$ cat src/loop_branch_predictor_table_macros.svh
// ----------------------------------------------------------------------------
// Loop branch predictor table assertion macros
// Shared concurrent assertion forms, clocked on clk_i and disabled in reset.
// ----------------------------------------------------------------------------
`ifndef LOOP_BRANCH_PREDICTOR_TABLE_MACROS_SVH
`define LOOP_BRANCH_PREDICTOR_TABLE_MACROS_SVH

// Same-cycle implication.
`define LBPT_ASSERT_NOW(label, ante, cons, msg) \
  label: assert property (@(posedge clk_i) disable iff (!rst_ni) (ante) |-> (cons)) \
    else $error(msg);

// Next-cycle implication.
`define LBPT_ASSERT_NEXT(label, ante, cons, msg) \
  label: assert property (@(posedge clk_i) disable iff (!rst_ni) (ante) |=> (cons)) \
    else $error(msg);

`endif

$ cat src/lbpt_pkg.sv
// ----------------------------------------------------------------------------
// Loop branch predictor table package
// Widths, operation and status codes, and lookup flags shared by the block.
// ----------------------------------------------------------------------------
package lbpt_pkg;

  localparam int unsigned LBPT_TABLE_ENTRIES = 32;
  localparam int unsigned ADDR_W = 48;
  localparam int unsigned COUNT_W = 16;

  typedef logic [ADDR_W-1:0] addr_t;
  typedef logic [COUNT_W-1:0] count_t;

  typedef enum logic [1:0] {
    OP_PREDICT = 2'd0,
    OP_TRIP    = 2'd1,
    OP_INSERT  = 2'd2,
    OP_SQUASH  = 2'd3
  } lbpt_op_e;

  typedef enum logic [1:0] {
    ST_OK          = 2'd0,
    ST_TRIP_MISS   = 2'd1,
    ST_INSERT_FULL = 2'd2
  } lbpt_status_e;

  typedef struct packed {
    logic hit;
    logic free_found;
  } lbpt_lookup_t;

endpackage

$ cat src/lbpt_lookup.sv
// ----------------------------------------------------------------------------
// Loop branch predictor table lookup
// Parallel tag compare with lowest-match and lowest-free priority encoders.
// ----------------------------------------------------------------------------
module lbpt_lookup #(
  parameter int unsigned Entries = lbpt_pkg::LBPT_TABLE_ENTRIES,
  localparam int unsigned IdxW = $clog2(Entries)
) (
  input  lbpt_pkg::addr_t        key_i,
  input  logic [Entries-1:0]     slot_used_i,
  input  lbpt_pkg::addr_t        entry_branch_i [Entries],
  output lbpt_pkg::lbpt_lookup_t lookup_o,
  output logic [IdxW-1:0]        hit_idx_o,
  output logic [IdxW-1:0]        free_idx_o
);
  import lbpt_pkg::*;

  logic [Entries-1:0] match;

  always_comb begin
    for (int i = 0; i < Entries; i++) begin
      match[i] = slot_used_i[i] && (entry_branch_i[i] == key_i);
    end
  end

  always_comb begin
    hit_idx_o  = '0;
    free_idx_o = '0;
    for (int i = Entries - 1; i >= 0; i--) begin
      if (match[i]) begin
        hit_idx_o = IdxW'(i);
      end
      if (!slot_used_i[i]) begin
        free_idx_o = IdxW'(i);
      end
    end
    lookup_o.hit        = |match;
    lookup_o.free_found = ~&slot_used_i;
  end

endmodule

$ cat config.mk
export PLATFORM = sky130hd
export DESIGN_NAME = lbpt_lookup
export DESIGN_NICKNAME = d
export VERILOG_FILES = /design/src/loop_branch_predictor_table_macros.svh /design/src/lbpt_pkg.sv /design/src/lbpt_lookup.sv
export SDC_FILE = /design/constraint.sdc
export NUM_CORES = 1
export LEC_CHECK = 0
export ABC_CLOCK_PERIOD_IN_PS = 3250
export CORE_AREA = 8 8 629 631
export DETAILED_ROUTE_END_ITERATION = 10
export DIE_AREA = 0 0 637 639
export DONT_BUFFER_PORTS = 1
export SLEW_MARGIN = 20
export SYNTH_ARGS = -nofsm -noshare
export SYNTH_HDL_FRONTEND = slang
export SYNTH_SLANG_ARGS = --single-unit
$ cat constraint.sdc
create_clock -name vclk -period 3.25
set_input_delay 0.325 -clock vclk [all_inputs]
set_output_delay 0.325 -clock vclk [all_outputs]
set_load 0.005 [all_outputs]
# == Word level (Yosys, flattened, before mapping) ==
# Cells that the tools add are included.
# word_totals
ff_bits,0
out_inout_bits,12
# op_classes
reduce_logical,35
muxes,64
eq_ne,32
# op_table
cell,count
$eq 48x48->1,32
$mux 5,64
$logic_and 1x1->1,32
$reduce_and 32->1,1
$reduce_or 32->1,1
$logic_not 1->1,1

# == Longest topological paths before layout ==
# logic_depth
word_depth,34
mapped_depth,14

# == Worst setup path after synthesis ==
# No wires, ideal clock.
# synth_timing
path_type,input-to-output
start,in key_i[16]
end,out hit_idx_o[0]
stages,13
n_path_buf,3
arrival_time_ps,2627
setup_slack_ps,298
path_cell_list,clkbuf_1 buf_2 buf_2 xnor2_1 nand4_1 nor4_1 nand4_1 nor4_1 nor2b_1 o21ai_1 nand2_1 nand2_1 a32oi_1
# synth_via
elab_chain_len,34
elab_cells_between_ends,96
# synth_rtl
element,line_no,rtl
"start, declared",lbpt_lookup.sv:9,"input lbpt_pkg::addr_t key_i,"
$eq 48x48->1,lbpt_lookup.sv:22,match[i] = slot_used_i[i] && (entry_branch_i[i] == key_i);
$logic_and 1x1->1,lbpt_lookup.sv:22,
$mux 5 (31 in series),lbpt_lookup.sv:30,if (match[i]) begin
$mux 5 *,lbpt_lookup.sv:30,
"end, declared",lbpt_lookup.sv:13,"output logic [IdxW-1:0] hit_idx_o,"
# Every way passes the cells marked *; elsewhere a longest branch is shown, timed or not.

# == Worst setup path in the final report ==
# layout_timing
start,in key_i[28]
end,out hit_idx_o[0]
# The elaborated chain is that of the path after synthesis.

==> flow_summary.json <==
{
  "nClkBuffers": 0,
  "ys_warn_count": 0,
  "whs_ps": 880,
  "finalCriticalPeriod_ps": 3970,
  "synthTopCellsByArea": "xor2_1 (43%), xnor2_1 (24%), nor4_1 (8.4%)",
  "ir_drop_mv": 0.0496,
  "grt_use_total": 0.148,
  "post-dp-hpwl_um": 251000,
  "p_int_uw": 1310,
  "critPathCaptureType": "output port",
  "area_delta_synth_final_pct": 50.9,
  "core-area_um2": 385000,
  "regArea_um2": 0,
  "yosysTopAreaCellShare": 0.426,
  "drc": 0,
  "grt_antenna_before_repair": 90,
  "initial_core_util": 0.0485,
  "synth_area_per_cell_um2": 7.60,
  "syn-cell-area_um2": 18600,
  "die_h_um": 639,
  "seqPwrFrac": 0,
  "drt_iter0_drc": 4044,
  "final_layout_size_suffix_gt1_frac": 0.170,
  "path_class": "input port to output port",
  "hold_violations": 0,
  "slew-limit-headroom": 0.431,
  "finalMaxSlewViolations": 0,
  "clockPowerShare": 0,
  "worstMarginPinSlew_ps": 850,
  "post-synth-top-count-cell": "xor2_1",
  "wl_per_cell_um": 42.1,
  "netlist_top_cells_count": "xor2_1 (908), xnor2_1 (507), nor4_1 (251), nand4_1 (173), buf_2 (119)",
  "place_area_um2": 26900,
  "post-place-ws_ps": -1740,
  "io_pins": 1628,
  "worstHoldPathCells": 2,
  "leakagePower_uw": 0.00817,
  "fin_ws_ps": -719,
  "hold_path_class": "input port to output port",
  "dr_wl_met2_um": 158000,
  "wl_met3_um": 43000,
  "synth_fp_nets": 4071,
  "port_buffers": 0,
  "dr_total_vias": 24200,
  "drt_pass1_iterations": 7,
  "dieWidth_um": 637,
  "crit_required_ps": 2920,
  "crit_fanout": 35,
  "seq_cell_count": 0,
  "grt_max_degree": 36,
  "min_to": "free_idx_o[1]",
  "first_global_vias": 24000,
  "switchingPower_uw": 1360,
  "yosysUniqueCellTypes": 61,
  "layout.nets": 4182,
  "critPathLaunchType": "input port",
  "grt_pass1_wl_um": 370000,
  "fmax_mhz": 252,
  "critPathArrivalTime_ps": 3640,
  "via_per_inst": 3.16,
  "rsz0062_at_grt": "yes",
  "gp_congestion": 0.973,
  "drt_wl_total_um": 323000,
  "highest_layer": "met5",
  "period_share": 1.22,
  "row_count": 228,
  "postRouteAntennaNets": 0,
  "violations": "setup timing",
  "power_density_nw_per_um2": 94.9,
  "min_from": "slot_used_i[2]",
  "switching_share": 0.510,
  "combPwrFrac": 1.000,
  "die_area_um2": 407000,
  "setup_violations": 6,
  "drv_cap": 0,
  "gr-total-overflow": 0,
  "ys_seq_area_frac": 0,
  "synth_top_cell_by_area": "xor2_1",
  "m1WireLength_um": 108000,
  "synthCells": 2455,
  "postLayoutCellArea_um2": 28100,
  "status": "finished, violations left"
}
-- per-layer routing --
layer  global-route usage  vias to the layer above
li1                     -                     8739
met1                0.153                    11700
met2                0.258                     2998
met3               0.0777                      716
met4               0.0463                       58
met5                    0                        -
-- power groups by stage --
| stage | registers [uW] | clock network [uW] | logic, uW |
|---|---|---|---|
| 2_1_floorplan | 0 | 0 | 1950 |
| 3_3_place_gp | 0 | 0 | 2530 |
| 3_5_place_dp | 0 | 0 | 2540 |
| 4_1_cts | 0 | 0 | 2590 |
| 5_1_grt | 0 | 0.000777 | 2840 |
| 6_report | 0 | 0.00191 | 2670 |
-- per-stage QoR --
step | std cells | utilization | power (uW) | setup TNS [ps]
3_3_place_gp | 7622 | 0.0699 | 2530 | -17600
4_1_cts | 7623 | 0.0709 | 2590 | -3320
2_1_floorplan | 2455 | - | 1950 | 0
5_1_grt | 7642 | 0.0729 | 2840 | -2250
3_5_place_dp | 7626 | 0.0700 | 2540 | -8460
6_report | 7668 | 0.0731 | 2670 | -1980
-- logic make-up after synthesis --
| logic type | synth area share |
|---|---|
| buffers and inverters | 0.0714 |
| XOR/XNOR | 0.665 |
| AO/OA/AOI/OAI | 0.0703 |
| AND/OR/NAND/NOR | 0.194 |
-- final cells by class --
type	count	area [um^2]
Fill cell	45200	357000
Multi-Input combinational cell	2201	18500
Tap cell	5060	6330
Timing Repair Buffer	289	2860
Inverter	74	313
Antenna cell	44	110
-- worst max-delay path, cell delays in order --
cell	delay [ps]
xor2_1	230
nor4_1	330
nand4_1	210
buf_6	200
or4_4	590
o21ai_4	170
a21oi_4	80
nor2_4	220
o41ai_2	130
a31oi_2	240
o311ai_2	110
a32oi_2	410
buf_4	210
buf_12	100
-- timing repair --
item	4_1_cts	5_1_grt
setup endpoints to repair	6	6
resized for setup	62	114
pin swaps	28	59
hold buffers	0	0
setup buffers	3	4
-- worst max path at each step --
| stage | slack, ps | end | from |
|---|---|---|---|
| final | -720 | hit_idx_o[0] | key_i[28] |
| after global routing | -800 | hit_idx_o[0] | key_i[32] |
| after CTS | -830 | hit_idx_o[0] | key_i[8] |
| after detailed placement | -1740 | hit_idx_o[0] | key_i[3] |
| after global placement | -3200 | hit_idx_o[0] | key_i[29] |
| after floorplan | 300 | hit_idx_o[0] | key_i[16] |
-- cells in the final DEF, fill, tap and decap left out, types with 20 or more instances in the layout --
cell type,netlist,routed
nand3_1,54,51
xor2_1,908,890
diode_2,0,44
nand4_1,173,173
buf_4,35,220
o22ai_1,33,32
nor4_2,0,40
o21ai_0,25,21
buf_12,0,49
nor3_1,34,28
nor4_1,251,191
nand2_1,33,30
inv_1,68,67
nor4_4,0,20
xnor2_1,507,491
Power figures use the tool's default switching activity.
